==> src/rtl/core/nqlv_pkg.sv <==
// Shared types and constants for the N-queens Las Vegas placer.
// Holds the generator constants, register indexes and the control/status bundles.
// No dependencies.
package nqlv_pkg;

    localparam int          DEF_MAX_N        = 16;
    localparam int          FIELD_W          = 5;
    localparam int          CFG_IDX_W        = 1;
    localparam int          CFG_DATA_W       = 32;
    localparam logic [31:0] LCG_MUL          = 32'd1194211693;
    localparam logic [31:0] LCG_ADD          = 32'd12345;
    localparam logic [4:0]  BOARD_SIZE_RESET = 5'd8;
    localparam logic [31:0] SEED_RESET       = 32'd1;

    typedef enum logic [CFG_IDX_W-1:0] {
        REG_BOARD_SIZE = 1'b0,
        REG_SEED       = 1'b1
    } cfg_reg_t;

    typedef struct packed {
        logic init;
        logic scan;
        logic lcg_step;
        logic div_step;
        logic cand_rd;
        logic place;
        logic queen_rd;
        logic load_ok;
        logic load_fail;
    } dp_cmd_t;

    typedef struct packed {
        logic scan_last;
        logic cnt_zero;
        logic div_last;
        logic row_last;
        logic out_free;
    } dp_status_t;

endpackage

==> src/rtl/core/nqlv_ctrl.sv <==
// Sequencing state machine of the N-queens placer: scan, draw, reduce, place, emit.
// Depends on nqlv_pkg for the command and status bundles.
module nqlv_ctrl
    import nqlv_pkg::*;
(
    input  logic       clk,
    input  logic       rst_n,
    input  logic       in_valid,
    input  logic       start_req,
    output logic       in_ready,
    input  dp_status_t status,
    output dp_cmd_t    cmd
);

    typedef enum logic [8:0] {
        S_IDLE    = 9'b000000001,
        S_SCAN    = 9'b000000010,
        S_STEP    = 9'b000000100,
        S_DIV     = 9'b000001000,
        S_FETCH   = 9'b000010000,
        S_PLACE   = 9'b000100000,
        S_EMIT_RD = 9'b001000000,
        S_EMIT_LD = 9'b010000000,
        S_FAIL    = 9'b100000000
    } state_t;

    state_t state_reg;
    state_t state_next;

    assign in_ready = (state_reg == S_IDLE);

    always_comb
    begin
        state_next = state_reg;
        cmd        = '0;
        unique case (state_reg)
            S_IDLE:
            begin
                if (in_valid && start_req)
                begin
                    cmd.init   = 1'b1;
                    state_next = S_SCAN;
                end
            end
            S_SCAN:
            begin
                cmd.scan = 1'b1;
                if (status.scan_last)
                    state_next = S_STEP;
            end
            S_STEP:
            begin
                if (status.cnt_zero)
                    state_next = S_FAIL;
                else
                begin
                    cmd.lcg_step = 1'b1;
                    state_next   = S_DIV;
                end
            end
            S_DIV:
            begin
                cmd.div_step = 1'b1;
                if (status.div_last)
                    state_next = S_FETCH;
            end
            S_FETCH:
            begin
                cmd.cand_rd = 1'b1;
                state_next  = S_PLACE;
            end
            S_PLACE:
            begin
                cmd.place  = 1'b1;
                state_next = status.row_last ? S_EMIT_RD : S_SCAN;
            end
            S_EMIT_RD:
            begin
                cmd.queen_rd = 1'b1;
                state_next   = S_EMIT_LD;
            end
            S_EMIT_LD:
            begin
                if (status.out_free)
                begin
                    cmd.load_ok = 1'b1;
                    state_next  = status.row_last ? S_IDLE : S_EMIT_RD;
                end
            end
            S_FAIL:
            begin
                if (status.out_free)
                begin
                    cmd.load_fail = 1'b1;
                    state_next    = S_IDLE;
                end
            end
            default:
            begin
                state_next = S_IDLE;
            end
        endcase
    end

    always_ff @(posedge clk or negedge rst_n)
    begin
        if (!rst_n)
            state_reg <= S_IDLE;
        else
            state_reg <= state_next;
    end

endmodule

==> src/rtl/core/nqlv_dp.sv <==
// Datapath of the N-queens placer: conflict masks, candidate and queen stores,
// generator, serial remainder unit, config registers and output register.
// Depends on nqlv_pkg.
module nqlv_dp
    import nqlv_pkg::*;
#(
    parameter int MAX_N = DEF_MAX_N
)
(
    input  logic                  clk,
    input  logic                  rst_n,
    input  dp_cmd_t               cmd,
    output dp_status_t            status,
    input  logic                  cfg_valid,
    input  logic [CFG_IDX_W-1:0]  cfg_index,
    input  logic [CFG_DATA_W-1:0] cfg_data,
    output logic                  out_valid,
    input  logic                  out_ready,
    output logic [FIELD_W-1:0]    row,
    output logic [FIELD_W-1:0]    column,
    output logic                  success,
    output logic                  last
);

    localparam int ROW_W = $clog2(MAX_N);
    localparam int CNT_W = $clog2(MAX_N + 1);

    logic [4:0]         bs_reg;
    logic [31:0]        lcg_reg;
    logic [ROW_W-1:0]   row_reg;
    logic [ROW_W-1:0]   col_reg;
    logic [CNT_W-1:0]   cnt_reg;
    logic [CNT_W:0]     rem_reg;
    logic [CNT_W:0]     rem_next;
    logic [3:0]         div_cnt_reg;
    logic [MAX_N-1:0]   cols_reg;
    logic [MAX_N-1:0]   ld_reg;
    logic [MAX_N-1:0]   rd_reg;
    logic [ROW_W-1:0]   cand_mem [MAX_N];
    logic [ROW_W-1:0]   queen_mem [MAX_N];
    logic [ROW_W-1:0]   cand_q_reg;
    logic [ROW_W-1:0]   queen_q_reg;
    logic               out_valid_reg;
    logic [FIELD_W-1:0] out_row_reg;
    logic [FIELD_W-1:0] out_col_reg;
    logic               out_success_reg;
    logic               out_last_reg;

    logic [ROW_W-1:0]   n_last;
    logic [MAX_N-1:0]   blocked;
    logic               col_safe;
    logic [MAX_N-1:0]   place_bit;
    logic [31:0]        lcg_prod;
    logic [15:0]        lcg_hi;
    logic [3:0]         bit_idx;
    logic [CNT_W:0]     rem_shift;
    logic               out_free;

    always_comb
    begin
        if (bs_reg == 5'd0)
            n_last = '0;
        else if ({1'b0, bs_reg} > 6'(MAX_N))
            n_last = ROW_W'(MAX_N - 1);
        else
            n_last = ROW_W'(bs_reg - 5'd1);
    end

    assign blocked   = cols_reg | ld_reg | rd_reg;
    assign col_safe  = ~blocked[col_reg];
    assign place_bit = {{(MAX_N-1){1'b0}}, 1'b1} << cand_q_reg;
    assign lcg_prod  = lcg_reg * LCG_MUL;
    assign lcg_hi    = lcg_reg[31:16];
    assign bit_idx   = ~div_cnt_reg;
    assign rem_shift = {rem_reg[CNT_W-1:0], lcg_hi[bit_idx]};
    assign out_free  = !out_valid_reg || out_ready;

    always_comb
    begin
        if (rem_shift >= {1'b0, cnt_reg})
            rem_next = rem_shift - {1'b0, cnt_reg};
        else
            rem_next = rem_shift;
    end

    assign status.scan_last = (col_reg == n_last);
    assign status.cnt_zero  = (cnt_reg == '0);
    assign status.div_last  = (div_cnt_reg == 4'hF);
    assign status.row_last  = (row_reg == n_last);
    assign status.out_free  = out_free;

    always_ff @(posedge clk or negedge rst_n)
    begin
        if (!rst_n)
        begin
            bs_reg  <= BOARD_SIZE_RESET;
            lcg_reg <= SEED_RESET;
        end
        else
        begin
            if (cfg_valid)
            begin
                unique case (cfg_index)
                    REG_BOARD_SIZE: bs_reg  <= cfg_data[4:0];
                    REG_SEED:       lcg_reg <= cfg_data;
                    default:        bs_reg  <= bs_reg;
                endcase
            end
            else if (cmd.lcg_step)
                lcg_reg <= lcg_prod + LCG_ADD;
        end
    end

    always_ff @(posedge clk or negedge rst_n)
    begin
        if (!rst_n)
        begin
            row_reg     <= '0;
            col_reg     <= '0;
            cnt_reg     <= '0;
            rem_reg     <= '0;
            div_cnt_reg <= '0;
            cols_reg    <= '0;
            ld_reg      <= '0;
            rd_reg      <= '0;
        end
        else
        begin
            if (cmd.init)
            begin
                row_reg  <= '0;
                col_reg  <= '0;
                cnt_reg  <= '0;
                cols_reg <= '0;
                ld_reg   <= '0;
                rd_reg   <= '0;
            end
            if (cmd.scan)
            begin
                col_reg <= col_reg + 1'b1;
                if (col_safe)
                    cnt_reg <= cnt_reg + 1'b1;
            end
            if (cmd.lcg_step)
            begin
                rem_reg     <= '0;
                div_cnt_reg <= '0;
            end
            if (cmd.div_step)
            begin
                rem_reg     <= rem_next;
                div_cnt_reg <= div_cnt_reg + 4'd1;
            end
            if (cmd.place)
            begin
                cols_reg <= cols_reg | place_bit;
                ld_reg   <= (ld_reg | place_bit) << 1;
                rd_reg   <= (rd_reg | place_bit) >> 1;
                col_reg  <= '0;
                cnt_reg  <= '0;
                row_reg  <= status.row_last ? '0 : row_reg + 1'b1;
            end
            if (cmd.load_ok)
                row_reg <= row_reg + 1'b1;
        end
    end

    always_ff @(posedge clk)
    begin
        if (cmd.scan && col_safe)
            cand_mem[cnt_reg[ROW_W-1:0]] <= col_reg;
        if (cmd.cand_rd)
            cand_q_reg <= cand_mem[rem_reg[ROW_W-1:0]];
    end

    always_ff @(posedge clk)
    begin
        if (cmd.place)
            queen_mem[row_reg] <= cand_q_reg;
        if (cmd.queen_rd)
            queen_q_reg <= queen_mem[row_reg];
    end

    always_ff @(posedge clk or negedge rst_n)
    begin
        if (!rst_n)
            out_valid_reg <= 1'b0;
        else if (cmd.load_ok || cmd.load_fail)
            out_valid_reg <= 1'b1;
        else if (out_ready)
            out_valid_reg <= 1'b0;
    end

    always_ff @(posedge clk)
    begin
        if (cmd.load_ok)
        begin
            out_row_reg     <= FIELD_W'({1'b0, row_reg} + 1'b1);
            out_col_reg     <= FIELD_W'({1'b0, queen_q_reg} + 1'b1);
            out_success_reg <= 1'b1;
            out_last_reg    <= status.row_last;
        end
        else if (cmd.load_fail)
        begin
            out_row_reg     <= FIELD_W'({1'b0, row_reg} + 1'b1);
            out_col_reg     <= '0;
            out_success_reg <= 1'b0;
            out_last_reg    <= 1'b1;
        end
    end

    assign out_valid = out_valid_reg;
    assign row       = out_row_reg;
    assign column    = out_col_reg;
    assign success   = out_success_reg;
    assign last      = out_last_reg;

endmodule

==> src/rtl/core/n_queens_las_vegas_placer.sv <==
// N-queens Las Vegas placer, top level. Depends on nqlv_pkg, nqlv_ctrl, nqlv_dp.
// Each attempt places one row at a time: it scans the N columns of the row, steps the
// generator, reduces its 16 high bits serially to a remainder, then fetches and places the
// chosen column; a failed attempt ends after a scan that finds no free column.
// Only one attempt runs at a time; the next start beat is taken once the last result
// sits in the output register. Reset clears control, board size to 8, generator to 1.
module n_queens_las_vegas_placer
    import nqlv_pkg::*;
#(
    parameter int MAX_N = DEF_MAX_N
)
(
    input  logic                  clk,
    input  logic                  rst_n,
    input  logic                  in_valid,
    output logic                  in_ready,
    input  logic                  start_req,
    output logic                  out_valid,
    input  logic                  out_ready,
    output logic [FIELD_W-1:0]    row,
    output logic [FIELD_W-1:0]    column,
    output logic                  success,
    output logic                  last,
    input  logic                  cfg_valid,
    output logic                  cfg_ready,
    input  logic [CFG_IDX_W-1:0]  cfg_index,
    input  logic [CFG_DATA_W-1:0] cfg_data
);

    dp_cmd_t    cmd;
    dp_status_t status;

    assign cfg_ready = 1'b1;

    nqlv_ctrl u_ctrl (
        .clk       (clk),
        .rst_n     (rst_n),
        .in_valid  (in_valid),
        .start_req (start_req),
        .in_ready  (in_ready),
        .status    (status),
        .cmd       (cmd)
    );

    nqlv_dp #(
        .MAX_N (MAX_N)
    ) u_dp (
        .clk       (clk),
        .rst_n     (rst_n),
        .cmd       (cmd),
        .status    (status),
        .cfg_valid (cfg_valid),
        .cfg_index (cfg_index),
        .cfg_data  (cfg_data),
        .out_valid (out_valid),
        .out_ready (out_ready),
        .row       (row),
        .column    (column),
        .success   (success),
        .last      (last)
    );

endmodule

==> config.mk <==
export PLATFORM = sky130hd
export DESIGN_NAME = n_queens_las_vegas_placer
export DESIGN_NICKNAME = d
export VERILOG_FILES = /design/src/rtl/core/nqlv_pkg.sv /design/src/rtl/core/nqlv_ctrl.sv /design/src/rtl/core/nqlv_dp.sv /design/src/rtl/core/n_queens_las_vegas_placer.sv
export SDC_FILE = /design/constraint.sdc
export NUM_CORES = 1
export LEC_CHECK = 0
export ABC_AREA = 1
export BUFFER_PORTS_ARGS = -buffer_cell sky130_fd_sc_hd__buf_2
export CAP_MARGIN = 30
export CORE_AREA = 2 2 182 184
export DETAILED_ROUTE_END_ITERATION = 10
export DIE_AREA = 0 0 184 186
export GPL_TIMING_DRIVEN = 0
export HOLD_SLACK_MARGIN = 0.03
export PLACE_DENSITY = 0.9
export SYNTH_ARGS = -nofsm -noshare
export SYNTH_HDL_FRONTEND = slang
export SYNTH_HIERARCHICAL = 1
export SYNTH_SLANG_ARGS = --single-unit
export TNS_END_PERCENT = 10
==> constraint.sdc <==
create_clock -name clk -period 8.9 [get_ports clk]
set_clock_uncertainty 0.15 [all_clocks]
set_input_delay 0.89 -clock clk [delete_from_list [all_inputs] [get_ports clk]]
set_output_delay 0.89 -clock clk [all_outputs]
set_load 0.005 [all_outputs]
# --- Word level (Yosys, flattened, before mapping) ---
# Memories as Yosys holds them, arrays and structs flattened. A register that Yosys moved wholly into a read port is not among the register bits.
# Index checks and enable logic that the tools add are counted.
totals:
  ram_bits: 128
  in_bits: 39
  latch_bits: 0
  word_cells: 137
  regBits: 129
  output_inout_bits: 15
  n_memories: 2
  mem_bits_ro: 0
memory_table:
  columns: ["memory", "words", "word_bits", "read_ports", "rd_ports_with_merged_regs", "write_ports", "line", "rtl"]
  rows:
  - ["u_dp.cand_mem", 16, 4, 1, 1, 1, "nqlv_dp.sv:39", "logic [ROW_W-1:0] cand_mem [MAX_N];"]
  - ["u_dp.queen_mem", 16, 4, 1, 1, 1, "nqlv_dp.sv:40", "logic [ROW_W-1:0] queen_mem [MAX_N];"]
classes:
  n_mux: 61
  reduce_logical: 17
  n_mul: 1
  bitwise_logic: 8
  div: 0
  n_eq_ne: 18
  n_lt_le_gt_ge: 4
  shifts: 1
  n_addsub: 9
ops:
  columns: ["op", "count"]
  rows:
  - ["2-to-1 mux 32 bit", 3]
  - ["one-hot mux 9 bit (9 select lines)", 1]
  - ["2-to-1 mux 16 bit", 4]
  - ["bitwise OR 16 bit", 4]
  - ["2-to-1 mux 5 bit", 11]
  - ["2-to-1 mux 9 bit", 6]
  - ["2-to-1 mux 4 bit", 10]
  - ["adder 32 x 14 -> 32 bit (second input constant)", 1]
  - ["multiplier 32 x 31 -> 32 bit (second input constant)", 1]
  - ["2-to-1 mux 1 bit", 22]
  - ["<< shifter 1 x 4 -> 16 bit (first input constant)", 1]
  - ["bitwise OR 15 bit", 1]
  - ["2-to-1 mux 7 bit", 2]
  - ["adder 4 x 1 -> 4 bit (second input constant)", 3]
  - ["adder 4 x 1 -> 5 bit (second input constant)", 2]
  - ["logical NOT 5 bit", 2]
  - ["< comparator 4 x 5 -> 1 bit (second input constant)", 2]
  - ["nonzero test 2 bit", 5]
  - ["== test 9 x 1 -> 1 bit (second input constant)", 1]
  - ["== test 9 x 2 -> 1 bit (second input constant)", 1]
  - ["== test 9 x 3 -> 1 bit (second input constant)", 1]
  - ["== test 9 x 4 -> 1 bit (second input constant)", 1]
  - ["== test 9 x 5 -> 1 bit (second input constant)", 1]
  - ["== test 9 x 6 -> 1 bit (second input constant)", 1]
  - ["21 further kinds", 32]

# --- Logic depth before layout (Yosys ltp) ---
depth:
  ltp_word: 8
  depth_mapped: 29
  mapped_depth_nobuf: 29

# --- Modules after synthesis ---
# The synthesis kept the hierarchy.
modules_own_cells:
  columns: ["mod", "seq_area_each_um2", "area_each_um2", "instances", "cells_per_inst"]
  rows:
  - ["nqlv_dp", 7089.3, 21484.4, 1, 2274]
  - ["nqlv_ctrl", 226.5, 729.4, 1, 106]
  - ["n_queens_las_vegas_placer", 0.0, 11.3, 1, 2]

# --- Worst setup path before layout ---
# No wires, ideal clock.
synth_timing:
  path_type: "register to register"
  from: "reg u_dp.lcg_reg[5]"
  to: "reg u_dp.lcg_reg[24]"
  setup_slack_ns: 2.871
  period_less_slack_ns: 6.029
  required_ns: 8.623
  setup_ns: 0.127
  arrival_time_ns: 5.752
  path_stages_with_launch: 25
  path_buffers: 0
  cell_sequence: "dfrtp_1 -> ha_1 -> inv_1 -> fa_1 -> fa_1 -> fa_1 -> inv_1 -> fa_1 -> inv_1 -> fa_1 -> inv_1 -> fa_1 -> inv_1 -> fa_1 -> inv_1 -> ha_1 -> nand2_1 -> nor2_1 -> a21oi_2 -> nand3_2 -> nand2_1 -> nand2_1 -> or2_0 -> a21oi_1 -> o22ai_1"
synth_via:
  elab_chain_len: 4
synth_lines:
  columns: ["element", "line", "rtl"]
  rows:
  - ["start: declaration", "nqlv_dp.sv:29", "logic [31:0] lcg_reg;"]
  - ["start signal: assignment", "nqlv_dp.sv:105", "REG_SEED: lcg_reg <= cfg_data;"]
  - ["start signal: assignment", "nqlv_dp.sv:110", "lcg_reg <= lcg_prod + LCG_ADD;"]
  - ["multiplier 32 x 31 -> 32 bit", "nqlv_dp.sv:72", "assign lcg_prod = lcg_reg * LCG_MUL;"]
  - ["adder 32 x 14 -> 32 bit", "nqlv_dp.sv:110", null]
  - ["2-to-1 mux 32 bit", "nqlv_dp.sv:109", "else if (cmd.lcg_step)"]
  - ["2-to-1 mux 32 bit", "nqlv_dp.sv:101", "if (cfg_valid)"]
# Every way passes these cells. The select of a mux whose other input is x is not followed.
# A chain may end at the register's enable or synchronous reset.

# --- Worst setup path in the final report ---
layout_timing:
  from: "reg u_dp.lcg_reg[12]"
  to: "reg u_dp.lcg_reg[31]"
# Same word-level chain as after synthesis.

==> impl_results.md <==
* Initial Util at 0.6901
* Dpl ws at 1.935 ns
* Async set or reset register ratio after synthesis at 0.4373
* CTS sink count at 263
* Top delay family on crit path: adder cells
* RSZ-0062 raised after global routing: no
* # fillers at 2,058
* Gpl congestion at 1.042
* DR vias/cell at 6.058
* WL per Instance at 21.00 um
* DRC at 1
* Crit Path Category: flop to flop
* Final hold violation count at 0
* Via Count at 17,530
* CP Cell Sequence: ha_1, inv_1, fa_1, fa_1, fa_1, fa_1, inv_1, fa_1, fa_1, inv_1, fa_1, inv_1, ha_1, a21oi_1, o21ai_0, a21oi_1, o21ai_0, nor2_1, inv_1, nand2_1, nand3_1, nand2_1, nand2_1
* Cells after Synth at 2,382
* Remaining Overflow, GRT at 0
* # rows at 66
* Cell at the slowest stage of the critical path: dfrtp_1
* Most frequent cells in the layout: 604 x inv_1, 288 x nand2_1, 222 x ha_1
* Drt first pass iters at 9
* R2R Path Start: u_dp/lcg_reg[12]$_DFFE_PN0P_
* Outcome: finished with violations
* Register-to-Register Path Depth at 23
* Slew margin rel. at 0.2572
* Area occupied by multi-input gates at 12,340 sq um
* Final setup margin at 1.727 ns
* Prevailing post-synth register cell: edfxtp_1
* GRT Total Usage at 0.3662
* Core Area at 32,210 sq um
* I/O pins at 54
* Clock slew at reported path FFs at 0.07 ns
* Critical Path Sink Type: flop
* Slew Limit Fails at 0
* Crit path buffers/inverters at 5
* Netlist cell types at 66
* Setup TNS at 0 ns
* Worst path max stage delay at 0.61 ns
* DRT Wirelength at 60.74 mm
* Layout Nets at 2,935
* Detail Route Antenna Nets at 0
* Count of maximum capacitance violations at 0
* Count of flip-flops with a built-in enable after synthesis at 147
* Syn_nets at 2,853
* Syn_area_per_cell at 9.330 sq um
* Register area at 7316 sq um
* Number of port buffers at 52
* Root Buffer: clkbuf_16
* Chip height at 186 um
* Die area at 34,220 sq um
* Initial DRC Count at 1,792
* Fin crit period at 7.173 ns
* Largest net degree at the start of global routing at 75
* CTS tree: yes
* Mapped cell area at 22,230 sq um
* H-tree Lvls at 1
* Total clock buffers created by CTS at 27
* First-pass GRT wire length at 94.79 mm
* Post-CTS Hold Buffers at 0
* Worst-path fanout max at 8
* Area grow syn2layout at 7.803%
* Most common cell on crit path: fa_1
* Register bit total from synthesis at 263
* Critical Path RT at 9.20 ns
* Inst Count DP at 2,843
* Area after DPL at 23,030 sq um
* Setup violators final at 0
* CP Data Arrival Time at 7.48 ns
* Post_cts resized at 0
* Clk Latency, worst-skew pair at 0.57 ns
* Ys Warns at 6
* Worst Tran Pin Value at 1.086 ns
* Vias in the first global route at 17,980
* Worst min path class: input pin to async pin
* Setup bufs post-CTS at 0
* Commonest non-fill, non-tap cell in the layout: inv_1
* Register area share after synthesis at 0.3292
* Reg2reg end: u_dp/lcg_reg[31]$_DFFE_PN0P_
* Initial antenna violation count at 1
* Startpoint type of the worst setup path: flop
* Post-route insts no fill at 2,893
* Design area at 23,960 sq um
* Layout cell share with drive strength beyond 1 at 0.07890
* Clock tree buffer depth at 3
* Fmax at 0.1394 GHz
* FF-to-FF setup slack at 1.73 ns
* DIE WIDTH at 184 um
* Dpl hpwl at 46.93 mm
* Crit share post-route at 0.8060
* Failing checks: DRC
worst max path at each step:
stage | cells past startpoint | endpoint | from | slack, ns
after detailed placement | 23 | u_dp/lcg_reg[31]$_DFFE_PN0P_ | u_dp/lcg_reg[12]$_DFFE_PN0P_ | 1.93
after global routing | 23 | u_dp/lcg_reg[31]$_DFFE_PN0P_ | u_dp/lcg_reg[12]$_DFFE_PN0P_ | 1.53
after global placement | 23 | u_dp/lcg_reg[31]$_DFFE_PN0P_ | u_dp/lcg_reg[12]$_DFFE_PN0P_ | 2.01
final | 23 | u_dp/lcg_reg[31]$_DFFE_PN0P_ | u_dp/lcg_reg[12]$_DFFE_PN0P_ | 1.73
after CTS | 23 | u_dp/lcg_reg[31]$_DFFE_PN0P_ | u_dp/lcg_reg[12]$_DFFE_PN0P_ | 1.88
after floorplan | 24 | u_dp/lcg_reg[24]$_DFFE_PN0P_ | u_dp/lcg_reg[5]$_DFFE_PN0P_ | 2.87
cell type report:
| class | instances | share of cell area |
|---|---|---|
| antenna | 1 | 0.0001044 |
| tap | 408 | 0.02131 |
| inverter | 619 | 0.09729 |
| sequential | 263 | 0.3053 |
| clock buffer | 36 | 0.03170 |
| multi-input combinational | 1453 | 0.5152 |
| buffer | 47 | 0.009766 |
| clock inverter | 13 | 0.006998 |
| timing repair buffer | 53 | 0.01227 |
synthesized netlist by cell type, drive strengths merged, types with 17 or more instances:
cell    count  area (sq um)
edfxtp    147          4414
o21ai     156         822.0
nand3      76         427.9
a21oi      58         305.3
nand2     308          1236
nor2      200         820.8
ha        222          2778
clkbuf     33         133.9
o22ai      31         200.2
fa        210          4204
inv       618          2327
nand4      25         162.6
o221ai     38         332.8
xor2       26         227.7
nor3       17         96.35
dfrtp     112          2803
routing by layer:
layer / track usage / vias up / wire [um]
met4: 0.1978 / 0 / 3745
met3: 0.09196 / 280 / 6416
li1: - / 7747 / -
met5: 0 / - / 0
met1: 0.4550 / 8434 / 22390
met2: 0.5940 / 1065 / 28200
kinds of logic (layout without fill, tap and decap cells):
logic type,count (synthesis),count (layout),share of synthesized area
simple gates,639,639,0.1273
buf+inv,666,768,0.1154
other cells,1,2,0.0001687
xor+xnor,38,38,0.01497
flops,263,263,0.3292
compound gates,327,327,0.09148
fa+ha+maj,432,432,0.3141
mux,16,16,0.007375
per-stage QoR:
stage,util,hold slack (ns)
after CTS,0.7439,0.09489
final,0.7439,0.07638
after floorplan,-,0.2957
after global placement,0.7140,0.2931
after detailed placement,0.7151,0.2938
after global routing,0.7439,0.1060
Power is not shown: default switching activity piles up to over one toggle a cycle in this logic, so the estimate is an artifact.
